==> config.mk <==
export PLATFORM = sky130hd
export DESIGN_NAME = sha256_byte_stream_hasher_unit
export DESIGN_NICKNAME = d
export VERILOG_FILES = /design/src/hw/rtl/sha_pkg.sv /design/src/hw/rtl/sha256_byte_stream_hasher_unit.sv /design/src/hw/rtl/sha_datapath.sv /design/src/hw/rtl/sha_ctrl.sv
export SDC_FILE = /design/constraint.sdc
export NUM_CORES = 2
export LEC_CHECK = 0
export BUFFER_PORTS_ARGS = -buffer_cell sky130_fd_sc_hd__buf_2
export CAP_MARGIN = 20
export CORE_AREA = 4 4 316 473
export DETAILED_ROUTE_END_ITERATION = 10
export DIE_AREA = 0 0 320 477
export PLACE_DENSITY = 0.65
export SLEW_MARGIN = 5
export SYNTH_ARGS = -nofsm -noshare
export SYNTH_HDL_FRONTEND = slang
export SYNTH_HIERARCHICAL = 1
export SYNTH_SLANG_ARGS = --single-unit
==> constraint.sdc <==
create_clock -name clk -period 10.7 [get_ports clk]
set_input_delay 0 -clock clk [delete_from_list [all_inputs] [get_ports clk]]
set_output_delay 0 -clock clk [all_outputs]
set_load 0.01 [all_outputs]
==> src/hw/rtl/sha_pkg.sv <==
// sha_pkg: shared types and constants for the sha-256 byte stream hasher
// round constants, initial hash values, controller states and command struct
// no dependencies

package sha_pkg;

  typedef enum logic [2:0] {
    ST_IDLE,
    ST_ROUND,
    ST_FOLD,
    ST_PAD,
    ST_OUT
  } sha_state_t;

  typedef struct packed {
    logic       take_byte;   // store a message byte
    logic       put_pad;     // store 0x80 marker
    logic       put_zero;    // store a zero pad byte
    logic       put_len;     // place length in last eight bytes
    logic       start;       // load working vars from chaining words
    logic       round;       // run one round
    logic       fold;        // add working vars into chaining words
    logic       clear;       // back to initial state after digest
  } sha_cmd_t;

  typedef struct packed {
    logic [5:0] fill;        // bytes in block
    logic       last_round;  // round counter at 63
  } sha_stat_t;

  localparam logic [7:0] PAD_BYTE = 8'h80;

  localparam logic [31:0] H_INIT [8] = '{
    32'h6a09e667, 32'hbb67ae85, 32'h3c6ef372, 32'ha54ff53a,
    32'h510e527f, 32'h9b05688c, 32'h1f83d9ab, 32'h5be0cd19
  };

  localparam logic [31:0] ROUND_K [64] = '{
    32'h428a2f98, 32'h71374491, 32'hb5c0fbcf, 32'he9b5dba5, 32'h3956c25b, 32'h59f111f1,
    32'h923f82a4, 32'hab1c5ed5, 32'hd807aa98, 32'h12835b01, 32'h243185be, 32'h550c7dc3,
    32'h72be5d74, 32'h80deb1fe, 32'h9bdc06a7, 32'hc19bf174, 32'he49b69c1, 32'hefbe4786,
    32'h0fc19dc6, 32'h240ca1cc, 32'h2de92c6f, 32'h4a7484aa, 32'h5cb0a9dc, 32'h76f988da,
    32'h983e5152, 32'ha831c66d, 32'hb00327c8, 32'hbf597fc7, 32'hc6e00bf3, 32'hd5a79147,
    32'h06ca6351, 32'h14292967, 32'h27b70a85, 32'h2e1b2138, 32'h4d2c6dfc, 32'h53380d13,
    32'h650a7354, 32'h766a0abb, 32'h81c2c92e, 32'h92722c85, 32'ha2bfe8a1, 32'ha81a664b,
    32'hc24b8b70, 32'hc76c51a3, 32'hd192e819, 32'hd6990624, 32'hf40e3585, 32'h106aa070,
    32'h19a4c116, 32'h1e376c08, 32'h2748774c, 32'h34b0bcb5, 32'h391c0cb3, 32'h4ed8aa4a,
    32'h5b9cca4f, 32'h682e6ff3, 32'h748f82ee, 32'h78a5636f, 32'h84c87814, 32'h8cc70208,
    32'h90befffa, 32'ha4506ceb, 32'hbef9a3f7, 32'hc67178f2
  };

endpackage

==> src/hw/rtl/sha256_byte_stream_hasher_unit.sv <==
// sha256_byte_stream_hasher_unit: top level of the sha-256 byte stream hasher
// instantiates sha_ctrl and sha_datapath, depends on sha_pkg

// Takes one message byte per accepted word and hashes it with SHA-256. A byte
// word that does not fill the 64-byte block is stored in the block; the word that
// fills it starts a compression of 64 rounds, one round per cycle through a
// single round unit, then a fold of the result into the chaining words.
// The end of message adds padding: the 0x80 marker and zero bytes are
// written one per cycle up to the length field, then one or two
// compressions run. The digest leaves as four 64-bit big-endian words,
// index 0 first, last_word on index 3, after which the hasher returns to
// its initial state. in_stall is high while a block is compressed, padded
// or the digest is being delivered.

module sha256_byte_stream_hasher_unit import sha_pkg::*; (
  input  logic        clk,
  input  logic        rst_n,
  input  logic        in_valid,
  output logic        in_stall,
  input  logic [7:0]  in_byte_value,
  input  logic        in_byte_present,
  input  logic        in_end_of_message,
  output logic        out_valid,
  input  logic        out_stall,
  output logic [63:0] out_digest_word,
  output logic [1:0]  out_word_index,
  output logic        out_last_word
);

  sha_cmd_t     cmd;
  sha_stat_t    stat;
  logic [255:0] digest;
  logic [1:0]   idx;

  sha_ctrl u_ctrl (
    .clk            (clk),
    .rst_n          (rst_n),
    .in_valid       (in_valid),
    .in_stall       (in_stall),
    .byte_present   (in_byte_present),
    .end_of_message (in_end_of_message),
    .out_stall      (out_stall),
    .out_valid      (out_valid),
    .out_idx        (idx),
    .stat           (stat),
    .cmd            (cmd)
  );

  sha_datapath u_dp (
    .clk     (clk),
    .rst_n   (rst_n),
    .cmd     (cmd),
    .byte_in (in_byte_value),
    .stat    (stat),
    .digest  (digest)
  );

  // most significant word first
  always_comb begin
    case (idx)
      2'd0:    out_digest_word = digest[255:192];
      2'd1:    out_digest_word = digest[191:128];
      2'd2:    out_digest_word = digest[127:64];
      default: out_digest_word = digest[63:0];
    endcase
  end

  assign out_word_index = idx;
  assign out_last_word  = (idx == 2'd3);

endmodule

==> src/hw/rtl/sha_datapath.sv <==
// sha_datapath: block buffer, 16-word message schedule window, round unit
// and chaining words; acts on commands from sha_ctrl
// depends on sha_pkg

module sha_datapath import sha_pkg::*; (
  input  logic         clk,
  input  logic         rst_n,
  input  sha_cmd_t     cmd,
  input  logic [7:0]   byte_in,
  output sha_stat_t    stat,
  output logic [255:0] digest
);

  logic [31:0] w_r [16];          // block words, then schedule window
  logic [31:0] h_r [8];
  logic [31:0] v_r [8];
  logic [5:0]  fill_r;
  logic [5:0]  rnd_r;
  logic [63:0] bits_r;

  function automatic logic [31:0] rotr(input logic [31:0] x, input int n);
    rotr = (x >> n) | (x << (32 - n));
  endfunction

  logic [31:0] s0, s1, w_new, big0, big1, ch, maj, t1, t2;
  logic [7:0]  wr_byte;
  logic        wr_en;

  always_comb begin
    s0    = rotr(w_r[1], 7) ^ rotr(w_r[1], 18) ^ (w_r[1] >> 3);
    s1    = rotr(w_r[14], 17) ^ rotr(w_r[14], 19) ^ (w_r[14] >> 10);
    w_new = w_r[0] + s0 + w_r[9] + s1;
    big1  = rotr(v_r[4], 6) ^ rotr(v_r[4], 11) ^ rotr(v_r[4], 25);
    ch    = (v_r[4] & v_r[5]) ^ (~v_r[4] & v_r[6]);
    t1    = v_r[7] + big1 + ch + ROUND_K[rnd_r] + w_r[0];
    big0  = rotr(v_r[0], 2) ^ rotr(v_r[0], 13) ^ rotr(v_r[0], 22);
    maj   = (v_r[0] & v_r[1]) ^ (v_r[0] & v_r[2]) ^ (v_r[1] & v_r[2]);
    t2    = big0 + maj;
    wr_en = cmd.take_byte | cmd.put_pad | cmd.put_zero;
    wr_byte = cmd.take_byte ? byte_in : (cmd.put_pad ? PAD_BYTE : 8'h00);
  end

  always_ff @(posedge clk) begin
    if (wr_en) begin
      case (fill_r[1:0])
        2'd0: w_r[fill_r[5:2]][31:24] <= wr_byte;
        2'd1: w_r[fill_r[5:2]][23:16] <= wr_byte;
        2'd2: w_r[fill_r[5:2]][15:8]  <= wr_byte;
        default: w_r[fill_r[5:2]][7:0] <= wr_byte;
      endcase
    end
    // length goes in with the byte at position 55, which sits in word 13
    if (cmd.put_len) begin
      w_r[14] <= bits_r[63:32];
      w_r[15] <= bits_r[31:0];
    end else if (cmd.round) begin
      for (int i = 0; i < 15; i++) w_r[i] <= w_r[i+1];
      w_r[15] <= w_new;
    end
    if (cmd.start) begin
      for (int i = 0; i < 8; i++) v_r[i] <= h_r[i];
    end else if (cmd.round) begin
      for (int i = 1; i < 8; i++) v_r[i] <= v_r[i-1];
      v_r[4] <= v_r[3] + t1;
      v_r[0] <= t1 + t2;
    end
  end

  always_ff @(posedge clk) begin
    if (!rst_n || cmd.clear) begin
      for (int i = 0; i < 8; i++) h_r[i] <= H_INIT[i];
      fill_r <= '0;
      rnd_r  <= '0;
      bits_r <= '0;
    end else begin
      if (wr_en) fill_r <= fill_r + 6'd1;
      if (cmd.take_byte) bits_r <= bits_r + 64'd8;
      if (cmd.start) rnd_r <= '0;
      else if (cmd.round) rnd_r <= rnd_r + 6'd1;
      if (cmd.fold) begin
        for (int i = 0; i < 8; i++) h_r[i] <= h_r[i] + v_r[i];
      end
    end
  end

  assign stat.fill       = fill_r;
  assign stat.last_round = (rnd_r == 6'd63);
  assign digest = {h_r[0], h_r[1], h_r[2], h_r[3], h_r[4], h_r[5], h_r[6], h_r[7]};

endmodule

==> src/hw/rtl/sha_ctrl.sv <==
// sha_ctrl: sequencer for byte intake, compression rounds, padding and
// digest output handshake
// depends on sha_pkg

module sha_ctrl import sha_pkg::*; (
  input  logic       clk,
  input  logic       rst_n,
  input  logic       in_valid,
  output logic       in_stall,
  input  logic       byte_present,
  input  logic       end_of_message,
  input  logic       out_stall,
  output logic       out_valid,
  output logic [1:0] out_idx,
  input  sha_stat_t  stat,
  output sha_cmd_t   cmd
);

  sha_state_t state_r, state_nxt;
  logic       fin_r, fin_nxt;      // finish pending after current compression
  logic       lenblk_r, lenblk_nxt;// current compression holds the length
  logic       pad_r, pad_nxt;      // padding under way, marker placed
  logic [1:0] idx_r, idx_nxt;
  logic       acc;

  assign acc = in_valid && (state_r == ST_IDLE);

  // next state
  always_comb begin
    state_nxt  = state_r;
    fin_nxt    = fin_r;
    lenblk_nxt = lenblk_r;
    pad_nxt    = pad_r;
    idx_nxt    = idx_r;
    unique case (state_r)
      ST_IDLE: if (acc) begin
        fin_nxt    = end_of_message;
        lenblk_nxt = 1'b0;
        if (byte_present && stat.fill == 6'd63) state_nxt = ST_ROUND;
        else if (end_of_message) state_nxt = ST_PAD;
      end
      ST_ROUND: if (stat.last_round) state_nxt = ST_FOLD;
      ST_FOLD: begin
        if (lenblk_r) begin
          state_nxt = ST_OUT;
          idx_nxt   = 2'd0;
          pad_nxt   = 1'b0;
        end else if (fin_r || pad_r) state_nxt = ST_PAD;
        else state_nxt = ST_IDLE;
      end
      ST_PAD: begin
        pad_nxt = 1'b1;
        // marker first, then zeros to the end or to the length field
        if (!fin_r) begin
          if (stat.fill == 6'd55) begin
            state_nxt  = ST_ROUND;
            lenblk_nxt = 1'b1;
          end else if (stat.fill == 6'd63) begin
            state_nxt = ST_ROUND;
          end
        end else if (stat.fill == 6'd63) begin
          state_nxt = ST_ROUND;
          fin_nxt   = 1'b0;
        end else if (stat.fill == 6'd55) begin
          state_nxt  = ST_ROUND;
          lenblk_nxt = 1'b1;
          fin_nxt    = 1'b0;
        end else begin
          fin_nxt = 1'b0;
        end
      end
      ST_OUT: if (!out_stall) begin
        idx_nxt = idx_r + 2'd1;
        if (idx_r == 2'd3) state_nxt = ST_IDLE;
      end
      default: state_nxt = ST_IDLE;
    endcase
  end

  // outputs
  always_comb begin
    cmd       = '0;
    in_stall  = (state_r != ST_IDLE);
    out_valid = (state_r == ST_OUT);
    out_idx   = idx_r;
    unique case (state_r)
      ST_IDLE: if (acc) begin
        cmd.take_byte = byte_present;
        cmd.start     = byte_present && stat.fill == 6'd63;
      end
      ST_ROUND: cmd.round = 1'b1;
      ST_FOLD:  cmd.fold  = 1'b1;
      ST_PAD: begin
        cmd.put_pad  = fin_r;
        cmd.put_zero = !fin_r;
        cmd.put_len  = (stat.fill == 6'd55);
        cmd.start    = (stat.fill == 6'd63) || (stat.fill == 6'd55);
      end
      ST_OUT: cmd.clear = !out_stall && idx_r == 2'd3;
      default: ;
    endcase
  end

  always_ff @(posedge clk) begin
    if (!rst_n) begin
      state_r  <= ST_IDLE;
      fin_r    <= 1'b0;
      lenblk_r <= 1'b0;
      pad_r    <= 1'b0;
      idx_r    <= '0;
    end else begin
      state_r  <= state_nxt;
      fin_r    <= fin_nxt;
      lenblk_r <= lenblk_nxt;
      pad_r    <= pad_nxt;
      idx_r    <= idx_nxt;
    end
  end

  a_no_in_while_busy: assert property (@(posedge clk) disable iff (!rst_n)
    (state_r != ST_IDLE) |-> in_stall) else $error("input taken while busy");
  a_out_only_in_out: assert property (@(posedge clk) disable iff (!rst_n)
    out_valid |-> (state_r == ST_OUT)) else $error("stray output");
  a_round_to_fold: assert property (@(posedge clk) disable iff (!rst_n)
    (state_r == ST_ROUND && stat.last_round) |=> (state_r == ST_FOLD))
    else $error("rounds did not end in fold");

endmodule
* Word level (Yosys, flattened, before mapping)
Memories as Yosys holds them, arrays and structs flattened.
Index checks and enable logic that the tools add are counted.
** Word-level totals
- Register bits :: 84
- Memory bits (writable) :: 1024
- Bits in read-only memories :: 2048
- Input bits :: 14
- Output and inout bits :: 69
- Word-level logic and storage cells :: 215
- Memories :: 4
** Cells by class
- Add/sub/neg operators :: 22
- Order comparisons :: 1
- Equal/unequal tests :: 20
- Multiplexer cells :: 87
- Bitwise gates (word level) :: 49
- Reduce and logical (&&, ||, !) cells :: 24
** Memory list
- (no name shown) :: words 64, width 32, rd ports 1, clocked after memory_dff 0, write ports 0, RTL line sha_datapath.sv:35 : t1 = v_r[7] + big1 + ch + ROUND_K[rnd_r] + w_r[0];
- u_dp.w_r :: words 16, width 32, rd ports 16, clocked after memory_dff 0, write ports 16, RTL line sha_datapath.sv:14 : logic [31:0] w_r [16];
- u_dp.h_r :: words 8, width 32, rd ports 8, clocked after memory_dff 0, write ports 8, RTL line sha_datapath.sv:15 : logic [31:0] h_r [8];
- u_dp.v_r :: words 8, width 32, rd ports 8, clocked after memory_dff 0, write ports 8, RTL line sha_datapath.sv:16 : logic [31:0] v_r [8];
** Operators with widths (count)
- $mux W32 :: 22
- $add A32 B32 Y32 :: 18
- $xor A32 B32 Y32 :: 9
- $pmux W64 S3 :: 1
- $and A32 B32 Y32 :: 5
- $add A64 B4 Y64 const B :: 1
- $mux W3 :: 13
- $mux W1 :: 38
- $not A32 Y32 :: 1
- $or A10 B32 Y32 :: 1
- $or A13 B32 Y32 :: 1
- $or A14 B32 Y32 :: 1
- $or A15 B32 Y32 :: 1
- $or A19 B32 Y32 :: 1
- $or A21 B32 Y32 :: 1
- $or A25 B32 Y32 :: 1
- $or A26 B32 Y32 :: 1
- $or A30 B32 Y32 :: 1
- $or A7 B32 Y32 :: 1
- $reduce_or A32 Y1 :: 1
- $xor A32 B22 Y32 :: 1
- $xor A32 B29 Y32 :: 1
- $or A1 B1 Y1 :: 21
- $eq A6 B6 Y1 const B :: 3
- other kinds (31) :: 58

* Longest topological paths before layout
An unclocked memory read counts as a cell.
- Depth in word-level cells :: 10
- Gate-level depth with buffers :: 40
- Depth with buffers taken out :: 38

* Modules after synthesis
Netlist, hierarchy kept.
** Modules (own cells, without submodules)
- sha_datapath :: times used 1, cells each 6372, area an instance 70204.8 sq um, sequential area each 32210.9 sq um
- sha256_byte_stream_hasher_unit :: times used 1, cells each 79, area an instance 1555.2 sq um, sequential area each 0.0 sq um
- sha_ctrl :: times used 1, cells each 72, area an instance 549.3 sq um, sequential area each 160.2 sq um

* Worst setup path after synthesis
OpenSTA, ideal clock, no wires.
- Path kind :: register -> register
- Start :: register u_dp.rnd_r[0]
- End :: memory u_dp.v_r[0][30], data pin
- Library setup time :: 0.261 ns
- Arrival :: 7.857 ns
- Required time :: 10.439 ns
- Setup slack :: 2.582 ns
- Cell stages (with the launch flop) :: 37
- Path buffers :: 2
- Period minus slack after synthesis :: 8.118 ns
- Cells stage by stage :: dfxtp_1 > inv_1 > clkbuf_1 > ha_1 > clkbuf_1 > nor2_1 > o311a_1 > mux4_2 > fa_1 > fa_1 > inv_1 > ha_1 > inv_1 > fa_1 > nor2b_1 > o311a_2 > o21ai_2 > a21oi_2 > and2_2 > a21oi_1 > o21bai_1 > a21o_1 > a21oi_1 > xnor2_1 > fa_1 > ha_1 > and2_1 > a311o_1 > a21oi_1 > o21ai_0 > nor4_1 > nor4b_1 > o31ai_1 > a21oi_1 > a21oi_1 > xor2_1 > o21ai_0
** RTL lines
- from (decl) :: RTL line sha_datapath.sv:18 : logic [5:0] rnd_r;
- from (signal assigned) :: RTL line sha_datapath.sv:79 : else if (cmd.round) rnd_r <= rnd_r + 6'd1;
- to (decl) :: RTL line sha_datapath.sv:16

==> flow_summary.json <==
{
  "status": "finished with violations",
  "failed_checks": "negative hold slack",
  "io_pins": 83,
  "dieWidth_um": 320,
  "worst_ep_arrival_time_ns": 9.94,
  "start_util": 0.499,
  "cts_buffers": 112,
  "syn_area_per_cell_um2": 11.1,
  "rsz0062_at_grt": "no",
  "htree_levels": 3,
  "r2r-start": "u_dp/rnd_r[0]",
  "syn2layout_area_growth_pct": 9.44,
  "drt_iter0_drc": 4416,
  "yosys.cell_types.count": 103,
  "drt_wl_total_um": 243000,
  "hp-start": "in_byte_value[3]",
  "cts-root-buf": "clkbuf_16",
  "antenna_found_initial": 2,
  "grtUsageTotal": 0.312,
  "syn_area_um2": 72300,
  "routabilityCongestion": 1.04,
  "tightest_slew_ns": 1.17,
  "fillers": 12500,
  "path_class": "reg -> reg",
  "tritoncts": "done",
  "cts_resized": 0,
  "dr_total_vias": 53400,
  "required_ns": 11.18,
  "setup_viol": 0,
  "detail_route.wl_per_cell_um": 28.4,
  "final_cell_mix": "edfxtp_1 (1024), a21o_1 (560), nand2_1 (454), o21ai_0 (422), xnor2_1 (401)",
  "critical_path.slowest_cell": "nor4b_1",
  "numPortBuffers": 82,
  "drt-pass1-iter-count": 7,
  "synth-warning-count": 6,
  "startpoint_type": "flip-flop",
  "hold_violations": 2,
  "synth-main-ff-cell": "edfxtp_1",
  "avgViaCountPerCell": 6.24,
  "core_area_um2": 145000,
  "synth-async-reset-ratio": 0,
  "cts_setup_buffers": 0,
  "cp_max_fo": 13,
  "finalSetupTns_ns": 0,
  "synth-edff-count": 1024,
  "skew_ns": 0.0405,
  "dp_hpwl_um": 186000,
  "min_period_ns": 9.46,
  "min_path_type": "in -> reg",
  "overflow": 0,
  "rrSetupSlack_ns": 1.24,
  "fmax_mhz": 106,
  "drv_cap": 0,
  "std_cell_rows": 171,
  "ff2ff_path_depth": 34,
  "grt_pass1_vias": 54400,
  "final_max_slew_viol_count": 0,
  "holdWs_ns": -0.0447,
  "synth_seq_area_share": 0.448,
  "drive_gt1_frac": 0.119,
  "worstHoldEndpoint": "u_dp/w_r[14][3]",
  "slew_headroom": 0.217,
  "clk_pin_slew_ns": 0.07,
  "ys_ff_latch": 1105,
  "grt_pass1_wl_um": 354000,
  "end_kind": "flip-flop",
  "ant_nets": 0,
  "clock_latency_ns": 0.78,
  "holdPathStages": 4,
  "die_h_um": 477,
  "clockBufferDepth": 3,
  "final_common_cell": "edfxtp_1",
  "drc_errors": 0,
  "rr_endpoint": "u_dp/v_r[0][28]",
  "syn_inst": 6523,
  "fin_crit_sh": 0.884,
  "crit_top_cell": "a21oi_1",
  "cts.sinks": 1105,
  "critPathMaxStageDelay_ns": 0.86,
  "die_area_um2": 153000,
  "synthesis.nets": 7132,
  "nets": 7169,
  "grt_max_degree": 177,
  "hold_buffers": 13
}
-- cells by family after synthesis --
group / after synthesis / synth area share
mux: 304 / 0.0582
compound gates: 1868 / 0.170
buf+inv: 618 / 0.0331
simple gates: 1387 / 0.0892
fa+ha+maj: 618 / 0.126
flops: 1105 / 0.448
xor+xnor: 623 / 0.0755
-- sequential cells by signal, summed over array words and instances, names as in the netlist, 2 cells and up --
| register | count |
|---|---|
| u_dp/rnd_r | 6 |
| u_dp/bits_r | 61 |
| u_dp/h_r | 256 |
| u_dp/v_r | 256 |
| u_dp/fill_r | 6 |
| u_ctrl/out_idx | 2 |
| u_ctrl/state_r | 3 |
| u_dp/w_r | 512 |
-- area by class of cell --
cell class                      instances  area [µm²]  share of cell area
Multi-Input combinational cell       4800       37700               0.476
Clock buffer                          142        3140              0.0397
Tap cell                             1903        2380              0.0301
Timing Repair Buffer                  271        1840              0.0232
Sequential cell                      1105       32400               0.409
Inverter                              270        1010              0.0128
Clock inverter                         66         686             0.00866
Antenna cell                            3        7.51           0.0000949
-- worst max-delay path, delay by kind of cell (launching register included) --
family,cells,cell delay (ns)
AO/OA/AOI/OAI,12,2.05
XOR/XNOR,2,0.54
adder cells (fa/ha/maj),6,2.71
buffers and inverters,4,0.61
flip-flops,1,0.31
multiplexers,1,0.52
AND/OR/NAND/NOR,9,2.37
-- cells in the mapped netlist, drive strengths merged, types with 17 or more instances --
cell type | instances | area (µm²)
edfxtp | 1024 | 30700
a21o | 560 | 4200
nand2 | 456 | 1710
o21ai | 437 | 2190
nor2 | 403 | 1520
xnor2 | 401 | 3510
ha | 400 | 5000
a21oi | 375 | 1880
clkbuf | 292 | 1100
inv | 269 | 1010
xor2 | 222 | 1940
mux2 | 214 | 2410
fa | 195 | 3900
o21a | 117 | 878
nand3 | 102 | 510
nor3 | 84 | 435
dfxtp | 81 | 1620
nand2b | 81 | 507
mux4 | 72 | 1620
buf | 55 | 277
and3 | 53 | 332
nor2b | 51 | 319
o21bai | 51 | 383
a211oi | 48 | 370
a31oi | 46 | 288
or3 | 34 | 213
o31ai | 33 | 258
nand4 | 31 | 194
a221o | 28 | 280
o211ai | 28 | 220
maj3 | 23 | 230
a211o | 19 | 168
mux2i | 18 | 180
and2 | 17 | 110
-- through the flow --
step                hold slack [ns]  cells  setup slack, ns  instance area, µm²   util
global placement              0.297   8301             1.46               75000  0.518
detailed placement            0.309   8313             1.45               75000  0.518
floorplan                     0.144   6523             2.58               72300      -
CTS                          0.0440   8534             1.43               79000  0.545
finish                      -0.0447   8560             1.24               79100  0.546
global route                0.00372   8557             1.03               79100  0.546
-- per-layer routing --
metal | track usage | vias up | share of wire | wire [µm]
li1 | - | 23900 | - | -
met1 | 0.336 | 26700 | 0.35 | 84500
met2 | 0.549 | 2004 | 0.50 | 122000
met3 | 0.0314 | 740 | 0.047 | 11400
met4 | 0.263 | 2 | 0.10 | 25100
met5 | 0.00127 | - | 0.000053 | 13
-- how the worst max path moves through the flow --
| stage | cells after the start | end | start |
|---|---|---|---|
| after detailed placement | 31 | u_dp/v_r[0][30] | u_dp/rnd_r[0] |
| after global placement | 32 | u_dp/v_r[0][30] | u_dp/rnd_r[1] |
| final | 34 | u_dp/v_r[0][28] | u_dp/rnd_r[0] |
| after floorplan | 36 | u_dp/v_r[0][30] | u_dp/rnd_r[0] |
| after global routing | 37 | u_dp/v_r[0][28] | u_dp/rnd_r[0] |
| after CTS | 34 | u_dp/v_r[0][30] | u_dp/rnd_r[0] |
Power is not shown: default switching activity piles up to over one toggle a cycle in this logic, so the estimate is an artifact.
